==> src/rtl/voxhash_ram.sv <==
// Generic simple dual-port RAM with one write port and a registered read port.
module voxhash_ram #(
   parameter int WIDTH = 8,
   parameter int DEPTH = 16
) (
   input  logic                     clock,
   input  logic                     wr_en,
   input  logic [$clog2(DEPTH)-1:0] wr_addr,
   input  logic [WIDTH-1:0]         wr_data,
   input  logic                     rd_en,
   input  logic [$clog2(DEPTH)-1:0] rd_addr,
   output logic [WIDTH-1:0]         rd_data
);

   logic [WIDTH-1:0] mem_ff [DEPTH];
   logic [WIDTH-1:0] rd_data_ff;

   always_ff @(posedge clock) begin
      if (wr_en) begin
         mem_ff[wr_addr] <= wr_data;
      end
      if (rd_en) begin
         rd_data_ff <= mem_ff[rd_addr];
      end
   end

   assign rd_data = rd_data_ff;

endmodule

==> config.mk <==
export PLATFORM = sky130hd
export DESIGN_NAME = voxhash_ram
export DESIGN_NICKNAME = d
export VERILOG_FILES = /design/src/rtl/voxhash_ram.sv
export SDC_FILE = /design/constraint.sdc
export NUM_CORES = 1
export LEC_CHECK = 0
export BUFFER_PORTS_ARGS = -buffer_cell sky130_fd_sc_hd__buf_2
export CORE_UTILIZATION = 40
export DETAILED_ROUTE_END_ITERATION = 8
export PLACE_DENSITY_LB_ADDON = 0.25
export SYNTH_ARGS = -nofsm -noshare
export SYNTH_HDL_FRONTEND = slang
export SYNTH_SLANG_ARGS = --single-unit
==> constraint.sdc <==
create_clock -name clock -period 1.7 [get_ports clock]
set_input_delay 0.17 -clock clock [delete_from_list [all_inputs] [get_ports clock]]
set_output_delay 0.17 -clock clock [all_outputs]
set_load 0.1 [all_outputs]
==> out/results.ini <==
[synthesis]
yosys_warnings = 0
synthSimpleGateAreaFrac_pct = 3.14
synthXorXnorAreaFrac_pct = 0
synth.distinct_cells = 18
ys_ff_latch = 136
synthAdderAreaFrac_pct = 0
synth_compound_area_share_pct = 2.30
synth_top_family_by_area = multiplexers
ys_seq_area_share_pct = 78.1
synth.top_cell.area_share_pct = 78.1
syn-cell-area_um2 = 5230
muxShareOfSynthArea_pct = 14.8
synth.avg_cell_area_um2 = 22.8
synth.top_cells.by_area = edfxtp_1, mux4_2, mux4_1, a22oi_1, nor2_1
synth_nets = 248
synth_cells = 229
yosysTopAreaCell = edfxtp_1

[pwr]
power.density_nw_per_um2 = 1220
p_clk_share_pct = 44.1
cellLeakagePower_nw = 2.10
p_switching_mw = 1.69
intPower_mw = 5.94
peakVddDrop_v = 0.000753
combinationalPowerShare_pct = 6.0
switching_share_pct = 22.1
seqPwrFrac_pct = 49.8

[worst_setup_path]
rr_worst_depth = 3
start_kind = flop
criticalPathCategory = flop to flop
worst_setup_path_end_kind = flop
r2r-end = rd_data[7]
cp_max_fo = 1
crit_arrival_ps = 1630
cp.required_ps = 1850
reg2reg_from = mem_ff[11][7]
reg2reg_slack_ps = 210

[cts]
cts_tree = yes
cts_root_buffer = clkbuf_16
clk_path_buf_depth = 2
ctsResizeCount = 0
cts_max_level = 4
clk_latency_ps = 410
clk_pin_slew_ps = 60
cts_buffers = 17
cts_setup_buffers = 0
postCtsHoldBufs = 0
clkSinkCount = 136

[sta]
slew_headroom_pct = 66.6
setup_viol = 0
fin_ws_ps = 214
tightest_slew_ps = 505
fin_crit_sh_pct = 87.4
grt_setup_unrepaired = false
timing.final.crit_period_ps = 1490
finalMaxSlewViolations = 0
hold_violations = 0
max_freq_mhz = 673
fin_skew_ps = 5.80

[place]
place_ws_ps = -32.3
hpwl_um = 6440
port_buffers = 26
gp_congestion = 0.702
place_area_um2 = 5690
placedCellCount = 441

[worst_hold_path]
hold_end = mem_ff[15][7]
hp-start = wr_data[7]
min_path_type = input port to flop
whs_path_depth = 1

[grt]
grt_pass1_vias = 2560
grt_pass1_wl_um = 14800
grt_overflow = 0
antenna_found_initial = 0
grt_max_degree = 20
grt_usage_pct = 16.2

[finish]
fin_nets = 307
drive_above_1_share_pct = 33.2
antenna_cells = 0
fin_cells = 473
area_growth_pct = 19.5
utilization_pct = 49.3
fill_cells = 1040
stdcell_area_um2 = 6250

[detailed_routing]
ant_nets = 0
vias = 2470
dr.first_iter.drc_count = 130
via_per_inst = 5.22
dr.pass1.iters = 4
wire_per_inst_um = 20.4
drc = 0
drt_wl_total_um = 9660

[die]
die_h_um = 116
dieArea_um2 = 13500
io_pins = 27
start_util_pct = 41.3
rows = 41
core_area_um2 = 12700
die_x_um = 116

[status]
status = complete, no violations

[job]
max-cap-violations = 0

## worst max-delay path, cell delays in order (launching register included)
cell      delay [ps]
edfxtp_1         360
mux4_2           480
a22oi_1          290
nand2_1           90
## power by group through the flow
stage	clock (mW)	sequential (mW)	combinational, mW
after floorplan	0	3.98	0.191
after detailed placement	0	3.87	0.469
after global routing	3.55	3.81	0.495
final	3.37	3.80	0.461
after CTS	3.43	3.80	0.470
after global placement	0	3.87	0.466
## through the flow
stage | hold slack, ps | setup TNS [ps] | total power, mW
3_5_place_dp | 560 | -61.8 | 4.34
6_report | 137 | 0 | 7.63
4_1_cts | 129 | 0 | 7.70
2_1_floorplan | 269 | 0 | 4.17
5_1_grt | 135 | 0 | 7.85
3_3_place_gp | 559 | -47.8 | 4.34
## synth_stat cells
library cell,number
buf_4,1
edfxtp_1,136
buf_6,3
nor3_1,4
nand2b_1,2
nand3_1,1
mux4_2,18
nor2b_1,1
nand2_1,9
nor2_1,13
clkdlybuf4s25_2,3
and2_1,1
nand3b_1,2
or3b_2,1
mux4_1,14
buf_2,3
a22oi_1,16
and2b_1,1
## per-layer routing
metal | vias to the layer above | part of all wire [%] | GRT usage (%)
met4 | 0 | 1.4 | 7.69
met5 | - | 0 | 0
met2 | 63 | 51 | 26.3
met3 | 15 | 4.3 | 4.10
li1 | 1099 | - | -
met1 | 1293 | 43 | 20.6
## cells by family after synthesis
kind of cell           Yosys count
muxes                           32
DFF                            136
and+or+nand+nor                 35
AOI/OAI and AO/OA               16
buffers and inverters           10
## worst max path at each step
stage,from,to,slack [ps],cells past startpoint
after global placement,rd_addr[0],rd_data[0],-20,5
final,mem_ff[11][7],rd_data[7],210,3
after floorplan,wr_addr[2],mem_ff[0][0],40,2
after CTS,mem_ff[11][7],rd_data[7],210,3
after global routing,mem_ff[11][7],rd_data[7],150,3
after detailed placement,rd_addr[0],rd_data[7],-30,5
## layout by cell type, fill, tap and decap left out
cell / n
nand2_1: 9
clkinvlp_4: 5
and2_1: 1
buf_2: 26
clkinv_1: 1
inv_6: 2
bufinv_16: 1
nand2b_1: 2
clkinv_4: 3
buf_12: 2
nor3_1: 4
a22oi_1: 16
mux4_1: 14
or3b_2: 1
nor2b_1: 1
clkinv_2: 3
nor2_1: 13
mux4_2: 18
and2b_1: 1
clkbuf_16: 17
buf_4: 22
nand3_1: 1
edfxtp_1: 136
nand3b_1: 2
## final cells by class
class | count | area (um2) | share of cell area [%]
clock buffer | 17 | 425 | 6.81
clock inverter | 15 | 130 | 2.08
sequential | 136 | 4080 | 65.4
timing repair buffer | 50 | 335 | 5.37
multi-input combinational | 83 | 1060 | 16.9
tap | 172 | 215 | 3.44
## registers in the layout (all words and copies together), names as in the netlist
| register | count |
|---|---|
| mem_ff | 128 |
| rd_data | 8 |
No activity file was read; power rests on OpenSTA's default activity.
