**src/rtl/voxhash_pkg.sv**
```systemverilog
// Shared types and constants of the voxel occupancy hash table.
package voxhash_pkg;

   localparam logic [1:0] OP_CLEAR  = 2'd0;
   localparam logic [1:0] OP_INSERT = 2'd1;
   localparam logic [1:0] OP_LOOKUP = 2'd2;
   localparam logic [1:0] OP_FACES  = 2'd3;

   localparam logic [1:0] STATUS_OK      = 2'd0;
   localparam logic [1:0] STATUS_PRESENT = 2'd1;
   localparam logic [1:0] STATUS_FULL    = 2'd2;

   localparam logic [31:0] PRIME_X = 32'd73856093;
   localparam logic [31:0] PRIME_Y = 32'd19349663;
   localparam logic [31:0] PRIME_Z = 32'd83492791;

   localparam logic [3:0] HASH_BITS_RESET = 4'd12;

   typedef enum logic [5:0] {
      ST_IDLE  = 6'b000001,
      ST_CLEAR = 6'b000010,
      ST_HASH  = 6'b000100,
      ST_HEAD  = 6'b001000,
      ST_HEADQ = 6'b010000,
      ST_WALK  = 6'b100000
   } state_type;

endpackage

```
**src/rtl/voxhash_hash.sv**
```systemverilog
// Bucket hash: registered coordinate-times-prime products, then XOR and mask.
module voxhash_hash #(
   parameter int HW = 12,
   parameter int C  = 16
) (
   input  logic                clock,
   input  logic signed [C:0]   probe_x,
   input  logic signed [C:0]   probe_y,
   input  logic signed [C:0]   probe_z,
   input  logic [3:0]          hash_bits,
   output logic [HW-1:0]       bucket
);

   // Only the low HW bits of each product reach the bucket, and they depend
   // only on the low HW bits of both operands.
   logic signed [31:0] ext_x, ext_y, ext_z;
   logic [2*HW-1:0]    prod_x, prod_y, prod_z;
   logic [HW-1:0]      hx_ff, hy_ff, hz_ff;
   logic [HW-1:0]      mask;

   always_comb begin
      ext_x  = 32'(probe_x);
      ext_y  = 32'(probe_y);
      ext_z  = 32'(probe_z);
      prod_x = ext_x[HW-1:0] * voxhash_pkg::PRIME_X[HW-1:0];
      prod_y = ext_y[HW-1:0] * voxhash_pkg::PRIME_Y[HW-1:0];
      prod_z = ext_z[HW-1:0] * voxhash_pkg::PRIME_Z[HW-1:0];
   end

   always_ff @(posedge clock) begin
      hx_ff <= prod_x[HW-1:0];
      hy_ff <= prod_y[HW-1:0];
      hz_ff <= prod_z[HW-1:0];
   end

   always_comb begin
      for (int i = 0; i < HW; i++) begin
         mask[i] = (i < int'(hash_bits));
      end
   end

   assign bucket = (hx_ff ^ hy_ff ^ hz_ff) & mask;

endmodule

```
**config.mk**
```make
export PLATFORM = sky130hd
export DESIGN_NAME = voxhash_hash
export DESIGN_NICKNAME = d
export VERILOG_FILES = /design/src/rtl/voxhash_pkg.sv /design/src/rtl/voxhash_hash.sv
export SDC_FILE = /design/constraint.sdc
export NUM_CORES = 1
export LEC_CHECK = 0
export BUFFER_PORTS_ARGS = -buffer_cell sky130_fd_sc_hd__buf_4
export CAP_MARGIN = 15
export CORE_MARGIN = 5
export CORE_UTILIZATION = 25
export DETAILED_ROUTE_END_ITERATION = 7
export PLACE_DENSITY_LB_ADDON = 0.3
export SYNTH_ARGS = -nofsm -noshare
export SYNTH_HDL_FRONTEND = slang
export SYNTH_SLANG_ARGS = --single-unit
```
**constraint.sdc**
```tcl
create_clock -name clock -period 7.25 [get_ports clock]
set_input_delay 0.3625 -clock clock [delete_from_list [all_inputs] [get_ports clock]]
set_output_delay 0.3625 -clock clock [all_outputs]
set_load 0.02 [all_outputs]
```
==> out/results.tsv <==
metric	value	unit
outcome	completed	
VDD IR max	0.123	mV
Via-to-Cell Ratio	3.70	
Cell Area, Placed	5580	um^2
worst min path class	in -> reg	
simple-gate area share of the yosys netlist	0.0406	
# H-tree levels	2	
DR pass1 iterations	4	
Die Y	150	um
Slew @ Worst Pin	0.310	ns
Mean Syn Cell Area	9.73	um^2
Slew headroom	0.793	
slowest stage delay, CP	0.54	ns
fmax	279	MHz
DIE AREA	22400	um^2
Synth Area in XOR/XNOR	0.133	
share of cells above drive strength 1	0.115	
peak fanout along the critical path	4	
vias in the first global route	3388	
Setup Fix Bufs, Post-CTS	0	
sequential-to-total area share from yosys stat	0.148	
Max-Cap Viols	0	
slowest CP cell	fa_1	
# DRC	0	
Required @ worst endpoint	7.45	ns
final antenna-violating net count	0	
Num CTS Buffers	5	
Area Overhead vs Synth	17.4	%
RePlAce Congestion	0.739	
Starting Density	0.252	
Slew Viols, Final	0	
Top cell by count, worst path	inv_1	
commonest non-fill, non-tap cell in the layout	inv_1	
register bit count reported by yosys	36	
antenna violations before repair	0	
mux share of post-synthesis cell area	0	
via count	3041	
critical path cell sequence	buf_4 > inv_1 > fa_1 > inv_1 > ha_1 > ha_1 > inv_1 > fa_1 > fa_1 > inv_1 > ha_1 > a21oi_1 > o21bai_1 > a21oi_1 > xnor2_1	
final layout net count	771	
Yosys top cell by area	fa_1	
first-pass GRT wire length	16.0	mm
Adder-Cell Fraction of Synth Area	0.512	
gr usage total	0.0876	
share of the synthesized area in the top cell type	0.276	
Synth Area in Compound Gates	0.0442	
Syn Std Cell Area	4870	um^2
drt wl/cell	10.5	um
Power Dens Cells	325	nW/um^2
Period minus WS final	3.58	ns
dpl cells	814	
commonest non-fill, non-tap cells in the layout	155 x inv_1, 92 x ha_1, 67 x fa_1	
hold depth	1	
FP Rows	51	
CP startpoint kind	primary input	
Root Buffer	clkbuf_16	
largest net degree at the start of global routing	12	
min-delay src	probe_x[0]	
crit path DAT	3.79	ns
Min-Delay Endpoint	hx_ff[0]	
ranking of synthesized cells by area	fa_1 28%, ha_1 24%, dfxtp_1 15%	
Die Width	150	um
Iter 0 DRT Violations	77	
main combinational cell family by area after synthesis	adder cells	
grt ovf	0	
ANT cells	0	
Syn Nets	715	
clock sink count	36	
final WL	8.66	mm
yosys warns	0	
RSZ-0062 raised after global routing	false	
Port-buffer cells	52	
Hold Fails Final Rpt	0	
Setup crit end kind	flip-flop	
CTS max path bufs	2	
detailed-placement wirelength estimate	8.01	mm
Syn Inst Count	500	
setup_tns	0	ns
# IOs	68	
hold-fix buffers at CTS	0	
core area	19300	um^2
final instance area	5710	um^2
critical setup path kind	in -> reg	
Synth cell types	27	
count of final setup violators	0	
CTS tree	yes	
Layout Cells excl Fill	821	
final period utilization	0.494	
Clock Pin Slew Worst Setup and Hold Paths	0.05	ns
post-cts resize count	0	
static leakage	2.94	nW
flip-flops by register name, indices dropped and copies added, names as in the netlist:
| name | cells |
|---|---|
| hx_ff | 12 |
| hy_ff | 12 |
| hz_ff | 12 |
worst max path at each step:
stage	start	to	slack (ns)	cells after the start
after global routing	probe_x[3]	hx_ff[10]	3.42	15
after detailed placement	probe_x[3]	hx_ff[10]	3.35	15
after floorplan	probe_x[3]	hx_ff[10]	3.67	14
after CTS	probe_x[3]	hx_ff[10]	3.63	15
after global placement	probe_x[3]	hx_ff[10]	3.35	15
final	probe_x[3]	hx_ff[10]	3.67	15
where the power goes:
part	internal (mW)	switching (mW)
logic	0.646	0.678
registers	0.298	0.0391
clock network	0.124	0.0712
metal layers:
metal  track usage  up-vias  part of all wire
li1              -     1599                 -
met1         0.120     1401              0.49
met2         0.148       34              0.47
met3        0.0142        7             0.037
met4        0.0165        0            0.0083
met5             0        -                 0
layout make-up:
| cell class | count | area (um^2) |
|---|---|---|
| clock inverter | 1 | 5.00 |
| fill | 2047 | 13600 |
| multi-input combinational | 306 | 3550 |
| sequential | 36 | 721 |
| tap | 265 | 332 |
| clock buffer | 6 | 129 |
| timing repair buffer | 52 | 390 |
| inverter | 155 | 582 |
stage by stage:
step | hold WS, ns | utilization | power [mW] | setup WS (ns)
finish | 0.262 | 0.295 | 1.86 | 3.67
CTS | 0.259 | 0.295 | 1.91 | 3.63
global route | 0.261 | 0.295 | 2.09 | 3.42
detailed placement | 0.547 | 0.288 | 1.70 | 3.35
floorplan | 0.390 | - | 1.38 | 3.67
global placement | 0.543 | 0.288 | 1.70 | 3.35
critical path: cells and delay by family:
kind | cells | cell delay [ns]
fa+ha+maj | 6 | 2.45
xor+xnor | 1 | 0.13
compound gates | 3 | 0.49
buf+inv | 5 | 0.34
synthesized netlist by cell type:
library cell / number
o21ai_0: 1
nor3_1: 7
a21boi_1: 1
o41ai_2: 3
o21ai_1: 5
nor4_1: 1
and2_1: 1
and3_1: 2
nor2b_1: 4
o21bai_1: 1
a21o_1: 4
ha_1: 92
o21a_1: 1
fa_1: 67
xor2_1: 13
clkbuf_1: 3
a21oi_2: 3
dfxtp_1: 36
nor3b_1: 1
inv_1: 155
a21oi_1: 7
nor2_1: 21
o311a_1: 1
a31oi_1: 1
nand2_1: 7
o22ai_1: 1
xnor2_1: 61
cell families (layout without fill, tap and decap cells):
group | Yosys count | after routing
compound gates | 29 | 29
flops | 36 | 36
xor+xnor | 74 | 74
fa+ha+maj | 159 | 159
simple gates | 44 | 44
buf+inv | 158 | 214
Power figures use the tool's default switching activity.
